[config.mk]
export PLATFORM = sky130hd
export DESIGN_NAME = message_text_tokenizer
export DESIGN_NICKNAME = d
export VERILOG_FILES = /design/src/design/mtt_pkg.sv /design/src/design/mtt_lexer.sv /design/src/design/mtt_outq.sv /design/src/design/message_text_tokenizer.sv
export SDC_FILE = /design/constraint.sdc
export NUM_CORES = 1
export LEC_CHECK = 0
export BUFFER_PORTS_ARGS = -buffer_cell sky130_fd_sc_hd__buf_2
export CORE_UTILIZATION = 57
export CTS_CLUSTER_SIZE = 20
export DETAILED_ROUTE_END_ITERATION = 10
export PLACE_DENSITY = 0.78
export SYNTH_ARGS = -nofsm -noshare
export SYNTH_HDL_FRONTEND = slang
export SYNTH_SLANG_ARGS = --single-unit
[constraint.sdc]
create_clock -name clk -period 4.26 [get_ports clk]
set_clock_uncertainty 0.1 [all_clocks]
set_input_delay 0.426 -clock clk [delete_from_list [all_inputs] [get_ports clk]]
set_output_delay 0.426 -clock clk [all_outputs]
set_load 0.03 [all_outputs]
[src/design/mtt_pkg.sv]
package mtt_pkg;

    // Longest token, in stored characters
    localparam int MAX_TOKEN = 1024;
    localparam int LEN_W     = $clog2(MAX_TOKEN + 1);

    // Result queue
    localparam int QUEUE_DEPTH = 4;
    localparam int PTR_W       = $clog2(QUEUE_DEPTH);
    localparam int CNT_W       = $clog2(QUEUE_DEPTH + 1);

    localparam logic [15:0] ACC_MAX = 16'hFFFF;

    // Characters of interest
    localparam logic [7:0] CH_NUL    = 8'h00;
    localparam logic [7:0] CH_TAB    = 8'h09;
    localparam logic [7:0] CH_LF     = 8'h0A;
    localparam logic [7:0] CH_CR     = 8'h0D;
    localparam logic [7:0] CH_SPACE  = 8'h20;
    localparam logic [7:0] CH_DOLLAR = 8'h24;
    localparam logic [7:0] CH_PLUS   = 8'h2B;
    localparam logic [7:0] CH_COMMA  = 8'h2C;
    localparam logic [7:0] CH_MINUS  = 8'h2D;
    localparam logic [7:0] CH_DOT    = 8'h2E;
    localparam logic [7:0] CH_ZERO   = 8'h30;
    localparam logic [7:0] CH_NINE   = 8'h39;
    localparam logic [7:0] CH_SEMI   = 8'h3B;
    localparam logic [7:0] CH_UPPER_E = 8'h45;
    localparam logic [7:0] CH_BSLASH = 8'h5C;
    localparam logic [7:0] CH_LOWER_E = 8'h65;

    typedef enum logic [2:0] {
        KIND_SEMICOLON     = 3'd0,
        KIND_COMMA         = 3'd1,
        KIND_FLOAT         = 3'd2,
        KIND_DOLLAR        = 3'd3,
        KIND_DOLLAR_SYMBOL = 3'd4,
        KIND_SYMBOL        = 3'd5,
        KIND_END           = 3'd6,
        KIND_MALFORMED     = 3'd7
    } token_kind_t;

    // Float literal recogniser states
    typedef enum logic [9:0] {
        FC_START = 10'b00_0000_0001,
        FC_MINUS = 10'b00_0000_0010,
        FC_INT   = 10'b00_0000_0100,
        FC_LDOT  = 10'b00_0000_1000,
        FC_DOT   = 10'b00_0001_0000,
        FC_FRAC  = 10'b00_0010_0000,
        FC_EXP   = 10'b00_0100_0000,
        FC_ESIGN = 10'b00_1000_0000,
        FC_EDIG  = 10'b01_0000_0000,
        FC_ERR   = 10'b10_0000_0000
    } float_state_t;

    typedef struct packed {
        logic [7:0] text_byte;
        logic       final_byte;
    } text_item_t;

    typedef struct packed {
        token_kind_t token_kind;
        logic [10:0] token_length;
        logic [15:0] dollar_number;
        logic        end_of_text;
    } token_item_t;

    // Per-token scan state
    typedef struct packed {
        float_state_t     fc;
        logic             in_tok;
        logic             esc;
        logic             pwd;
        logic             ds;
        logic             pdf;
        logic [LEN_W-1:0] len;
        logic [15:0]      acc;
    } tok_state_t;

    localparam tok_state_t TOK_CLEAR = '{
        fc:     FC_START,
        in_tok: 1'b0,
        esc:    1'b0,
        pwd:    1'b0,
        ds:     1'b0,
        pdf:    1'b0,
        len:    '0,
        acc:    '0
    };

    // Results of one byte: up to two, in order
    typedef struct packed {
        logic [1:0]  count;
        token_item_t first;
        token_item_t second;
    } step_out_t;

endpackage

[src/design/mtt_lexer.sv]
module mtt_lexer
    import mtt_pkg::*;
(
    input  logic       clk,
    input  logic       rst_n,
    input  logic       accept,
    input  text_item_t item,
    output step_out_t  step
);

    tok_state_t tok_reg;
    tok_state_t tok_next;
    logic       mal_reg;
    logic       mal_next;

    function automatic float_state_t next_float(float_state_t s, logic [7:0] b);
        logic d;
        logic dt;
        logic mi;
        logic pl;
        logic ex;
        float_state_t r;
        d  = (b >= CH_ZERO) && (b <= CH_NINE);
        dt = (b == CH_DOT);
        mi = (b == CH_MINUS);
        pl = (b == CH_PLUS);
        ex = (b == CH_LOWER_E) || (b == CH_UPPER_E);
        unique case (s)
            FC_START: r = mi ? FC_MINUS : d ? FC_INT : dt ? FC_LDOT : FC_ERR;
            FC_MINUS: r = d ? FC_INT : dt ? FC_LDOT : FC_ERR;
            FC_INT:   r = dt ? FC_DOT : ex ? FC_EXP : d ? FC_INT : FC_ERR;
            FC_LDOT:  r = d ? FC_FRAC : FC_ERR;
            FC_DOT:   r = d ? FC_FRAC : ex ? FC_EXP : FC_ERR;
            FC_FRAC:  r = ex ? FC_EXP : d ? FC_FRAC : FC_ERR;
            FC_EXP:   r = (pl || mi) ? FC_ESIGN : d ? FC_EDIG : FC_ERR;
            FC_ESIGN: r = d ? FC_EDIG : FC_ERR;
            FC_EDIG:  r = d ? FC_EDIG : FC_ERR;
            default:  r = FC_ERR;
        endcase
        return r;
    endfunction

    // Fold one byte into the token under way
    function automatic tok_state_t consume(tok_state_t s, logic [7:0] b);
        tok_state_t r;
        logic [19:0] v;
        logic        d;
        r     = s;
        d     = (b >= CH_ZERO) && (b <= CH_NINE);
        v     = 20'(s.acc) * 20'd10 + 20'(b[3:0]);
        r.fc  = next_float(s.fc, b);
        r.pwd = !s.esc && (b == CH_DOLLAR);
        r.esc = (b == CH_BSLASH) && !s.esc;
        // An escaping backslash is not stored
        if (!r.esc)
        begin
            if (s.len == '0)
            begin
                r.pdf = (b == CH_DOLLAR);
                r.acc = '0;
            end
            else if (s.pdf)
            begin
                if (d)
                    r.acc = (v > 20'(ACC_MAX)) ? ACC_MAX : v[15:0];
                else
                    r.pdf = 1'b0;
            end
            if (s.len < LEN_W'(MAX_TOKEN))
                r.len = s.len + LEN_W'(1);
        end
        return r;
    endfunction

    // Classify a finished token
    function automatic token_item_t emit(tok_state_t s);
        token_item_t r;
        r.token_length  = 11'(s.len);
        r.dollar_number = '0;
        r.end_of_text   = 1'b0;
        if (s.fc == FC_INT || s.fc == FC_DOT || s.fc == FC_FRAC || s.fc == FC_EDIG)
            r.token_kind = KIND_FLOAT;
        else if (s.ds && s.pdf && (s.len >= LEN_W'(2)))
        begin
            r.token_kind    = KIND_DOLLAR;
            r.dollar_number = s.acc;
        end
        else if (s.ds)
            r.token_kind = KIND_DOLLAR_SYMBOL;
        else
            r.token_kind = KIND_SYMBOL;
        return r;
    endfunction

    function automatic token_item_t bare(token_kind_t k);
        token_item_t r;
        r.token_kind    = k;
        r.token_length  = '0;
        r.dollar_number = '0;
        r.end_of_text   = 1'b0;
        return r;
    endfunction

    // Work out the results and next state of one byte
    always_comb
    begin
        logic        fin;
        logic        is_dig;
        logic        is_sp;
        logic        is_semi;
        logic        is_comma;
        logic        cut;
        logic        cont;
        logic        bc_v;
        tok_state_t  st_a;
        tok_state_t  start;
        tok_state_t  post;
        token_item_t a_item;
        token_item_t bc_item;

        fin      = item.final_byte;
        is_dig   = (item.text_byte >= CH_ZERO) && (item.text_byte <= CH_NINE);
        is_sp    = (item.text_byte == CH_SPACE) || (item.text_byte == CH_TAB) ||
                   (item.text_byte == CH_CR) || (item.text_byte == CH_LF);
        is_semi  = (item.text_byte == CH_SEMI);
        is_comma = (item.text_byte == CH_COMMA);

        st_a     = tok_reg;
        st_a.ds  = tok_reg.ds | (tok_reg.pwd & is_dig);
        st_a.pwd = 1'b0;

        cut  = tok_reg.in_tok &&
               !((tok_reg.len < LEN_W'(MAX_TOKEN)) &&
                 (tok_reg.esc || !(is_sp || is_semi || is_comma)));
        cont = tok_reg.in_tok && !cut;
        a_item = emit(st_a);

        start        = TOK_CLEAR;
        start.in_tok = 1'b1;

        bc_v    = 1'b0;
        bc_item = bare(KIND_SEMICOLON);
        if (cont)
            post = consume(st_a, item.text_byte);
        else if (is_sp)
            post = TOK_CLEAR;
        else if (is_semi)
        begin
            post = TOK_CLEAR;
            bc_v = 1'b1;
        end
        else if (is_comma)
        begin
            post    = TOK_CLEAR;
            bc_v    = 1'b1;
            bc_item = bare(KIND_COMMA);
        end
        else
            post = consume(start, item.text_byte);

        // Close the open token at the end of the text
        if (fin && post.in_tok)
        begin
            bc_v    = 1'b1;
            bc_item = emit(post);
        end

        step.first  = bare(KIND_END);
        step.second = bc_item;
        mal_next    = mal_reg | (item.text_byte == CH_NUL);

        if (mal_next)
        begin
            step.count             = {1'b0, fin};
            step.first             = bare(KIND_MALFORMED);
            step.first.end_of_text = 1'b1;
            tok_next               = TOK_CLEAR;
            mal_next               = !fin;
        end
        else
        begin
            if (cut)
            begin
                step.first = a_item;
                step.count = bc_v ? 2'd2 : 2'd1;
                if (fin && bc_v)
                    step.second.end_of_text = 1'b1;
                else if (fin)
                    step.first.end_of_text = 1'b1;
            end
            else
            begin
                if (bc_v)
                    step.first = bc_item;
                step.count             = {1'b0, bc_v | fin};
                step.first.end_of_text = fin;
            end
            tok_next = fin ? TOK_CLEAR : post;
        end
    end

    // Hold the scan state between bytes
    always_ff @(posedge clk or negedge rst_n)
    begin
        if (!rst_n)
        begin
            tok_reg <= TOK_CLEAR;
            mal_reg <= 1'b0;
        end
        else if (accept)
        begin
            tok_reg <= tok_next;
            mal_reg <= mal_next;
        end
    end

endmodule

[src/design/mtt_outq.sv]
module mtt_outq
    import mtt_pkg::*;
(
    input  logic        clk,
    input  logic        rst_n,
    input  step_out_t   push,
    input  logic        pop,
    output token_item_t head,
    output logic        not_empty,
    output logic        almost_full
);

    token_item_t      mem_reg [QUEUE_DEPTH];
    logic [PTR_W-1:0] wr_ptr_reg;
    logic [PTR_W-1:0] rd_ptr_reg;
    logic [CNT_W-1:0] count_reg;
    logic [PTR_W-1:0] wr_ptr_inc;

    assign wr_ptr_inc  = wr_ptr_reg + PTR_W'(1);
    assign head        = mem_reg[rd_ptr_reg];
    assign not_empty   = (count_reg != '0);
    // Leave room for two results of the next byte
    assign almost_full = (count_reg > CNT_W'(QUEUE_DEPTH - 2));

    // Write up to two results
    always_ff @(posedge clk)
    begin
        if (push.count != 2'd0)
            mem_reg[wr_ptr_reg] <= push.first;
        if (push.count == 2'd2)
            mem_reg[wr_ptr_inc] <= push.second;
    end

    // Advance pointers and fill count
    always_ff @(posedge clk or negedge rst_n)
    begin
        if (!rst_n)
        begin
            wr_ptr_reg <= '0;
            rd_ptr_reg <= '0;
            count_reg  <= '0;
        end
        else
        begin
            wr_ptr_reg <= wr_ptr_reg + PTR_W'(push.count);
            if (pop)
                rd_ptr_reg <= rd_ptr_reg + PTR_W'(1);
            count_reg <= count_reg + CNT_W'(push.count) - CNT_W'(pop);
        end
    end

endmodule

[src/design/message_text_tokenizer.sv]
// A result enters the result queue at the clock edge that transfers its byte and is offered
// once the results ahead of it are taken. Throughput: one byte per cycle; a byte may yield
// two results, both queued, and the four-entry result queue stalls input above two entries.
// Reset: rst_n, asynchronous and active low, clears the token scan state, the
// malformed flag and the result queue.
module message_text_tokenizer
    import mtt_pkg::*;
(
    input  logic        clk,
    input  logic        rst_n,
    input  logic        item_valid,
    output logic        item_stall,
    input  text_item_t  item,
    output logic        token_valid,
    input  logic        token_stall,
    output token_item_t token
);

    logic      item_take;
    logic      token_take;
    logic      queue_full;
    step_out_t step;
    step_out_t push;

    assign item_stall = queue_full;
    assign item_take  = item_valid && !item_stall;
    assign token_take = token_valid && !token_stall;

    // Drop the results of a byte not transferred
    always_comb
    begin
        push = step;
        if (!item_take)
            push.count = 2'd0;
    end

    mtt_lexer u_lexer (
        .clk    (clk),
        .rst_n  (rst_n),
        .accept (item_take),
        .item   (item),
        .step   (step)
    );

    mtt_outq u_outq (
        .clk         (clk),
        .rst_n       (rst_n),
        .push        (push),
        .pop         (token_take),
        .head        (token),
        .not_empty   (token_valid),
        .almost_full (queue_full)
    );

endmodule
==> results by group <==
Clock tree
  – Clock Tree Buf Depth: 2
  – TritonCTS clock tree: yes
  – CTS root buffer: clkbuf_16
  – Clk Latency, worst-skew pair: 0.44 ns
  – Worst-path clk slew: 0.07 ns
  – Cts bufs inserted: 17
  – H-tree lvl count: 4
  – Clk sinks: 174

Yosys
  – Cell count after synthesis: 1,046
  – Post-synthesis sequential area ratio: 45.5%
  – Syn nets: 1,100
  – Syn Area/Cell: 10.5 sq um
  – Mapped cell area: 0.0109 sq mm
  – EDFF count, synth: 124
  – Flops & latches, synth: 174
  – Asr flop ratio synth: 28.7%
  – Synth Warn #: 0
  – Cell variety after synth: 87
  – Top_reg_cell synth: edfxtp_1

Layout
  – Antenna diodes: 0
  – P&R area growth vs syn: 11.4%
  – Filler instances: 1,415
  – Max reg flops: 124
  – Non-Filler Cell Area, Final: 0.0122 sq mm
  – Layout Nets: 1,143
  – Multi-input logic area: 0.00570 sq mm
  – Layout cells sized above 1: 18.4%
  – Sequential Area: 0.00498 sq mm

GRT
  – Initial antenna violation count: 0
  – First-pass GRT wire length: 44.0 mm
  – Largest net degree at the start of global routing: 49
  – Total GRT Usage: 28.7%
  – Grt ovf: 0
  – Vias in the first global route: 8,384

Worst setup path
  – Critical path class: register to register
  – Worst R2R Path Depth: 13
  – Worst Setup End Kind: register
  – CP arrival: 4.20 ns
  – CP max FO: 9
  – Setup crit start kind: register
  – WP data required: 4.47 ns

Run
  – Max_cap viols: 0

Floorplanning
  – I/O pin count: 46
  – Row Count: 50
  – Die area: 0.0198 sq mm
  – Vert. Die Dim: 141 um
  – Die W: 141 um
  – Area of the core: 0.0188 sq mm
  – Initial core utilization: 58.3%

STA
  – Final Setup Violations: 0
  – Worst setup margin: 0.263 ns
  – Max_slew headroom: 47.4%
  – Crit share post-route: 93.8%
  – Min Tclk post-route: 4.00 ns
  – Final Slew Violations: 0
  – Fin. Hold Viols: 0
  – RSZ-0062 raised after global routing: false
  – Fmax: 0.250 GHz
  – Worst slew pin tran: 0.781 ns

Route
  – DRT iter0 DRCs: 913
  – Vias: 8,830
  – Antenna viol nets, final: 0
  – First-pass iteration count of the detailed router: 7
  – WL/cell: 20.3 um
  – DRC: 0
  – Drt total wl: 27.2 mm
  – Vias per Instance: 6.61

Placement
  – Port bufs: 45
  – GPL Wtd Cong: 0.913
  – Dpl hpwl: 18.9 mm
  – Place WS: -0.0484 ns
  – DP Area: 0.0115 sq mm

Power
  – Lkg Pwr: 4.61 nW
  – Pwr Total: 5.52 mW
  – Peak VDD IR: 0.301 mV
  – Cell Pwr Density: 453 mW/mm^2

Run status
  – Status: finished, final reports clean

Hold path
  – Worst min-delay path class: input port to async pin
## Yosys cell counts (all sizes together) (10+ instances only)
master  count  area (sq um)
buf        19           121
clkbuf     37           139
ha         38           475
nand3      24           125
xnor2      15           131
and3       17           106
nor2b      21           131
xor2       12           105
a22o       12           105
mux4       31           698
nor2      100           375
a211oi     13           103
o21ai      75           375
nand2     112           420
nor3       23           143
inv        25          93.8
nor4       12           109
dfrtp      49          1230
a21oi      51           263
nand4      13          96.3
o22ai      10          62.6
edfxtp    124          3720
and2       32           200
o31ai      35           318
## path summary, 6_finish.rpt
check	endpoint	slack, ns	start
worst min register to register	u_lexer.tok_reg[29]	0.40	u_lexer.tok_reg[29]
max in group asynchronous	u_lexer.tok_reg[2]	3.03	rst_n
min in group clk	u_outq.rd_ptr_reg[0]	0.21	token_stall
worst max-delay path	u_outq.mem_reg[1][8]	0.26	u_lexer.tok_reg[3]
worst min-delay path	u_outq.rd_ptr_reg[1]	0.20	rst_n
worst max register to register	u_outq.mem_reg[1][8]	0.26	u_lexer.tok_reg[3]
## timing repair
action,CTS,global route
endpoints found under the setup margin,34,69
cloned,0,0
buffers inserted,1,0
resized for setup,1,14
hold buffers,1,0
pin swaps,1,0
endpoints found under the hold margin,2,0
## cell families (layout without fill, tap and decap cells)
logic type,after synthesis,count (layout),share of synthesized area [%]
DFF,174,174,45.5
muxes,35,35,6.77
xor gates and xnor gates,27,27,2.16
and+or+nand+nor,404,404,19.4
buffers and inverters,81,137,3.24
AOI/OAI and AO/OA,284,284,18.0
adders and majority gates,41,41,4.89
## metal layers
layer	vias to the layer above	wire (um)	GRT usage, %
met5	-	0	0
met1	4269	11800	39.7
met2	436	12800	46.4
met4	0	495	8.75
li1	4073	-	-
met3	52	2080	5.23
## cells in the final DEF, fill, tap and decap left out, types with 20 or more instances in the layout
master and n:
a21oi_1 48, and2_1 32, buf_2 45, buf_4 33, dfrtp_1 47, edfxtp_1 124
ha_1 38, inv_1 24, mux4_2 31, nand2_1 112, nand3_1 23, nor2_1 99
nor2b_1 20, o21ai_0 70, o31ai_1 27
## layout make-up
class | count | area share [%]
inverter | 25 | 0.770
multi-input combinational | 791 | 46.8
timing repair buffer | 80 | 4.13
clock inverter | 15 | 1.59
sequential | 174 | 40.8
clock buffer | 17 | 3.49
tap | 234 | 2.40
## critical path, cell delays in order, from the launching register on
cell and delay (ns):
dfrtp_1 0.43, ha_1 0.30, ha_1 0.23, fa_1 0.42, xor2_1 0.33, o2111ai_1 0.22, nor3_2 0.34, nand4_1 0.19
nor2_1 0.21, a31o_2 0.33, a211oi_1 0.11, buf_4 0.16, o31ai_4 0.31, and2_1 0.18
## power by group
part	total [mW]	internal [mW]	switching, mW
clock	1.61	0.850	0.758
sequential	2.20	1.97	0.226
combinational	1.72	0.669	1.05
## metrics by stage
step	instances	utilization (%)	setup TNS (ns)	hold slack, ns
final	1336	65.0	0	0.200
after CTS	1336	64.6	0	0.194
after detailed placement	1302	61.2	-0.543	0.126
after floorplan	1046	-	0	0.0304
after global routing	1336	65.0	0	0.213
after global placement	1302	61.2	-1.69	0.119
(Power assumes the default switching activity.)
